--- config.mk ---
export PLATFORM = sky130hd
export DESIGN_NAME = tri2d_div_cell
export DESIGN_NICKNAME = d
export VERILOG_FILES = /design/src/sv/tri2d_pkg.sv /design/src/sv/tri2d_div_cell.sv
export SDC_FILE = /design/constraint.sdc
export NUM_CORES = 1
export LEC_CHECK = 0
export CAP_MARGIN = 20
export CORE_AREA = 2 2 283 285
export DETAILED_ROUTE_END_ITERATION = 7
export DIE_AREA = 0 0 285 287
export DONT_BUFFER_PORTS = 1
export GPL_ROUTABILITY_DRIVEN = 0
export SLEW_MARGIN = 20
export SYNTH_ARGS = -nofsm -noshare
export SYNTH_HDL_FRONTEND = slang
export SYNTH_SLANG_ARGS = --single-unit
--- constraint.sdc ---
create_clock -name clk -period 3.5 [get_ports clk]
set_clock_uncertainty 0.1 [all_clocks]
set_input_delay 0.175 -clock clk [delete_from_list [all_inputs] [get_ports clk]]
set_output_delay 0.175 -clock clk [all_outputs]
set_load 0.005 [all_outputs]
--- src/sv/tri2d_pkg.sv ---
package tri2d_pkg;

  // Fixed field widths.
  localparam int COORD_BITS = 24;
  localparam int RANGE_BITS = COORD_BITS - 1;
  localparam int OUT_BITS   = 32;
  localparam int IDX_BITS   = 3;

  // Datapath widths.
  localparam int DW   = COORD_BITS + 1;   // anchor difference
  localparam int SQW  = 2 * DW;           // product of two differences
  localparam int RSQW = 2 * RANGE_BITS;   // squared range
  localparam int KW   = SQW + 2;          // range/spacing term
  localparam int CW   = SQW + 1;          // cross product
  localparam int KLW  = KW / 2;           // low split of a K term
  localparam int KHW  = KW - KLW;         // high split of a K term
  localparam int PLW  = KLW + 1 + DW;
  localparam int PHW  = KHW + DW;
  localparam int PW   = KW + DW;          // full K times difference
  localparam int NSW  = PW + 1;           // signed numerator
  localparam int NW   = PW;               // unsigned dividend, also quotient
  localparam int RW   = CW + 1;           // divisor and partial remainder
  localparam int QSW  = NW + 1;           // signed quotient
  localparam int SW   = QSW + 1;          // quotient plus anchor

  localparam int FRONT_STAGES = 8;
  localparam int BACK_STAGES  = 2;
  localparam int LATENCY      = FRONT_STAGES + NW + BACK_STAGES;

  // Configuration register indexes.
  localparam logic [IDX_BITS-1:0] REG_ANCHOR1_X = 3'd0;
  localparam logic [IDX_BITS-1:0] REG_ANCHOR1_Y = 3'd1;
  localparam logic [IDX_BITS-1:0] REG_ANCHOR2_X = 3'd2;
  localparam logic [IDX_BITS-1:0] REG_ANCHOR2_Y = 3'd3;
  localparam logic [IDX_BITS-1:0] REG_ANCHOR3_X = 3'd4;
  localparam logic [IDX_BITS-1:0] REG_ANCHOR3_Y = 3'd5;

  localparam logic signed [OUT_BITS-1:0] OUT_MAX = {1'b0, {(OUT_BITS-1){1'b1}}};
  localparam logic signed [OUT_BITS-1:0] OUT_MIN = {1'b1, {(OUT_BITS-1){1'b0}}};

  typedef logic signed [COORD_BITS-1:0] coord_t;
  typedef logic [RANGE_BITS-1:0]        range_t;
  typedef logic signed [DW-1:0]         diff_t;
  typedef logic signed [SQW-1:0]        sq_t;
  typedef logic [RSQW-1:0]              rsq_t;
  typedef logic signed [KW-1:0]         k_t;
  typedef logic signed [CW-1:0]         c_t;
  typedef logic [CW-1:0]                cabs_t;
  typedef logic signed [PLW-1:0]        prodl_t;
  typedef logic signed [PHW-1:0]        prodh_t;
  typedef logic signed [PW-1:0]         full_t;
  typedef logic signed [NSW-1:0]        num_t;
  typedef logic [NW-1:0]                dvd_t;
  typedef logic [RW-1:0]                rem_t;

  typedef struct packed {
    diff_t dx;
    diff_t dy;
    diff_t ax;
    diff_t ay;
  } geo_t;

  typedef struct packed {
    coord_t p1x;
    coord_t p1y;
  } orig_t;

  // One division lane: partial remainder and dividend/quotient shift word.
  typedef struct packed {
    rem_t rem;
    dvd_t num;
  } lane_t;

  // Data that rides along the divider chain.
  typedef struct packed {
    rem_t  div;
    logic  neg_x;
    logic  neg_y;
    logic  invalid;
    orig_t orig;
  } side_t;

endpackage

--- src/sv/tri2d_div_cell.sv ---
module tri2d_div_cell (
  input  logic               clk,
  input  logic               rst_n,
  input  logic               in_vld,
  input  tri2d_pkg::lane_t   in_x,
  input  tri2d_pkg::lane_t   in_y,
  input  tri2d_pkg::side_t   in_side,
  output logic               out_vld,
  output tri2d_pkg::lane_t   out_x,
  output tri2d_pkg::lane_t   out_y,
  output tri2d_pkg::side_t   out_side
);

  logic             vld_r;
  tri2d_pkg::lane_t x_r, y_r, x_nxt, y_nxt;
  tri2d_pkg::side_t side_r;
  tri2d_pkg::rem_t  shx, shy;
  logic             gex, gey;

  // One restoring step for each lane against the shared divisor.
  always_comb begin
    shx = {in_x.rem[tri2d_pkg::RW-2:0], in_x.num[tri2d_pkg::NW-1]};
    shy = {in_y.rem[tri2d_pkg::RW-2:0], in_y.num[tri2d_pkg::NW-1]};
    gex = (shx >= in_side.div);
    gey = (shy >= in_side.div);
    x_nxt.rem = gex ? (shx - in_side.div) : shx;
    y_nxt.rem = gey ? (shy - in_side.div) : shy;
    x_nxt.num = {in_x.num[tri2d_pkg::NW-2:0], gex};
    y_nxt.num = {in_y.num[tri2d_pkg::NW-2:0], gey};
  end

  always_ff @(posedge clk) begin
    if (!rst_n) begin
      vld_r <= 1'b0;
    end else begin
      vld_r <= in_vld;
    end
  end

  always_ff @(posedge clk) begin
    x_r    <= x_nxt;
    y_r    <= y_nxt;
    side_r <= in_side;
  end

  assign out_vld  = vld_r;
  assign out_x    = x_r;
  assign out_y    = y_r;
  assign out_side = side_r;

endmodule

==> results.toml <==
[status]
status = "complete, no violations"

[global_routing]
grt_use_total = 0.188
grt_pass1_vias = 13100
grt_pass1_wl_um = 107000
grt_max_degree = 35
grt.overflow.total = 0
antenna_found_initial = 22

[routing]
met3WireLength_um = 6650
dr_wl_met2_um = 41200
drt-total-wl_um = 81800
post_drt_wl_per_cell_um = 27.4
vias = 12700
met1Wirelength_um = 30200
detail_route.first_pass.iterations = 5
vias_per_cell = 4.25
first_iter_violations = 587
top_layer_used = "met5"
drc = 0
antenna_left = 0

[worst_setup_path]
endpoint_kind = "register"
critical_path_class = "input pin to register"
start_kind = "input pin"
max_stage_delay_ps = 570
path_max_fanout = 8
required_ps = 3870
crit_chain = "dlygate4sd3_1, ha_1, a21oi_2, nor2b_1, a21oi_1, buf_4, a2111oi_4, o21bai_2, a221oi_2, a21oi_2, o21ai_4, clkbuf_16, buf_8, mux2_2"
cpMaxStageDelayCell = "dlygate4sd3_1"
crit_start = "in_x[87]"
crit_end = "out_x[124]"
crit_family = "compound AO/OA/AOI/OAI gates"
critical_path_depth = 14
crit_top_cell = "a21oi_2"
cp.arrival_ps = 3750
worst-path-buf-inv = 4

[cells_and_area]
area_delta_synth_final_pct = 50.8
nNetsFinal = 2365
register_area_um2 = 7250
fillers = 8167
multi_input_area_um2 = 6950
fin_cells = 2981
drive_above_1_share = 0.160

[clock_tree]
clockBufferDepth = 3
cts_tree = "yes"
cts_sinks = 362
cts_max_level = 2
clkTransAtPathRegs_ps = 60
cts_made_buffers = 44
clock-root-buffer = "clkbuf_16"

[pwr]
pwr_density_cell_nw_per_um2 = 543
ir_worst_vdd_mv = 0.291
p_leak_nw = 9.46

[sta]
fin_hold_ws_ps = 20.6
post-route-period-util = 0.966
setup_tns_ps = 0
setup_violations = 0
finalMaxSlewViolations = 0
hold_viol_final = 0
tightest_slew_ps = 650
relSlewSlack = 0.564
max_freq_ghz = 0.296
layout_min_cycle_time_ps = 3380

[worst_hold_path]
hold_class = "input pin to register"

[die]
die_x_um = 285
start_util = 0.186
core_area_um2 = 78600
io_pins = 726
fp.dieH_um = 287
std_cell_rows = 103
dieArea_um2 = 81800

[synth]
yosys_warnings = 0
synth_area_per_cell_um2 = 10.5
yosys_most_used_dff = "dfxtp_1"
synth_edf_count = 0
seq_area_frac_synth = 0.496
syn_area_um2 = 14600
async_reset_ff_frac = 0
syn_nets = 1865
syn_inst = 1395
synth-seq-cells = 362
ys_types = 67

[place]
io_buffer_count = 0
place_inst = 2516
hpwl_um = 65400

[job]
maxCapViolations = 0
## through the flow
step	instance area [um^2]	utilization	power, W	worst slack, ps
after CTS	21800	0.277	0.0121	16.7
after global placement	16600	0.211	0.00679	-170
final	22100	0.281	0.0120	118
after global routing	22000	0.280	0.0125	-0.333
after floorplan	14600	-	0.00597	195
after detailed placement	16600	0.211	0.00679	-222
## synth_stat cells (all sizes together), types with 3 or more instances
cell	count	share of area
a211oi	12	0.0062
a21boi	4	0.0021
a31o	6	0.0036
nor2b	12	0.0051
a221oi	5	0.0034
a311oi	3	0.0018
a31oi	11	0.0047
and3	11	0.0047
buf	11	0.0061
xnor2	58	0.035
mux2i	5	0.0034
clkbuf	25	0.0064
nor3	16	0.0055
and2	12	0.0051
nand3	30	0.010
nor2	49	0.013
or2	3	0.0013
and4	5	0.0030
dfxtp	362	0.50
or3	8	0.0034
ha	104	0.089
mux2	96	0.074
o31a	4	0.0024
nand2	76	0.020
nand4	17	0.0073
xor2	33	0.020
o31ai	9	0.0050
nor4	5	0.0021
o21bai	15	0.0080
a21oi	106	0.037
o21a	18	0.0092
o211ai	16	0.0082
nand2b	13	0.0056
inv	87	0.022
o22ai	3	0.0013
a21o	65	0.033
o21ai	56	0.020
## flip-flops by register name, summed over array words and instances, names as in the netlist
register,flops
out_y,129
out_vld,1
out_side,103
out_x,129
## cells by family after synthesis
group           share of synthesized area
xor+xnor                           0.0545
simple gates                       0.0884
mux                                0.0773
fa+ha+maj                          0.0917
flops                               0.496
buf+inv                            0.0348
compound gates                      0.158
## power by group
group / switching, W / internal (W)
combinational: 0.00108 / 0.00117
clock: 0.00200 / 0.00280
sequential: 0.000414 / 0.00451
total: 0.00349 / 0.00849
## worst min-delay path: cells and delay by family
kind	cells	cell delay, ps
buffers and inverters	1	130
multiplexers	1	110
XOR/XNOR	1	110
adder cells (fa/ha/maj)	1	140
## worst min-delay path by stage
stage | startpoint | endpoint | slack (ps) | cells past startpoint
after floorplan | in_side[0] | out_side[0] | 100 | 0
final | in_x[82] | out_x[83] | 20 | 4
after global placement | in_x[60] | out_x[61] | 100 | 0
after CTS | in_x[82] | out_x[83] | -400 | 1
after global routing | in_y[36] | out_y[37] | 10 | 1
after detailed placement | in_x[2] | out_x[3] | 100 | 0
## metal layers
metal  vias to the layer above  track usage
met4                        14       0.0709
met2                       552        0.342
met1                      6019        0.200
li1                       5966            -
met3                       130       0.0634
met5                         -            0
## cell type report
cell class                 instances  share of cell area
clock inverter                    24              0.0137
antenna                            6            0.000681
sequential                       362               0.329
clock buffer                      52              0.0536
multi-input combinational        910               0.315
timing repair buffer             490               0.214
tap                             1050              0.0596
inverter                          87              0.0148
## layout by cell type (no fill, tap or decap), types with 7 or more instances in the layout
cell type,synthesis,layout
nor2b_1,12,11
dlygate4sd3_1,0,371
or3_1,8,8
xor2_1,33,33
nand3_1,30,29
o31ai_1,8,7
o21bai_1,14,14
nand2_1,76,76
o21ai_0,52,52
dfxtp_1,362,362
a21o_1,65,65
and3_1,11,11
nand4_1,17,17
a211oi_1,12,11
clkbuf_16,0,45
mux2_1,8,8
o211ai_1,16,16
a31oi_1,11,11
nand2b_1,13,13
inv_6,0,7
nor3_1,16,16
buf_4,1,108
and2_1,12,12
mux2_2,88,88
a21oi_1,105,103
xnor2_1,58,58
inv_1,86,86
nor2_1,49,49
ha_1,104,99
o21a_1,18,18
## timing repair
item	4_1_cts	5_1_grt
hold buffers	371	4
gates resized for setup	0	22
setup buffers	0	7
endpoints found under the hold margin	360	4
setup endpoints to repair	0	62
(Power assumes the default switching activity.)
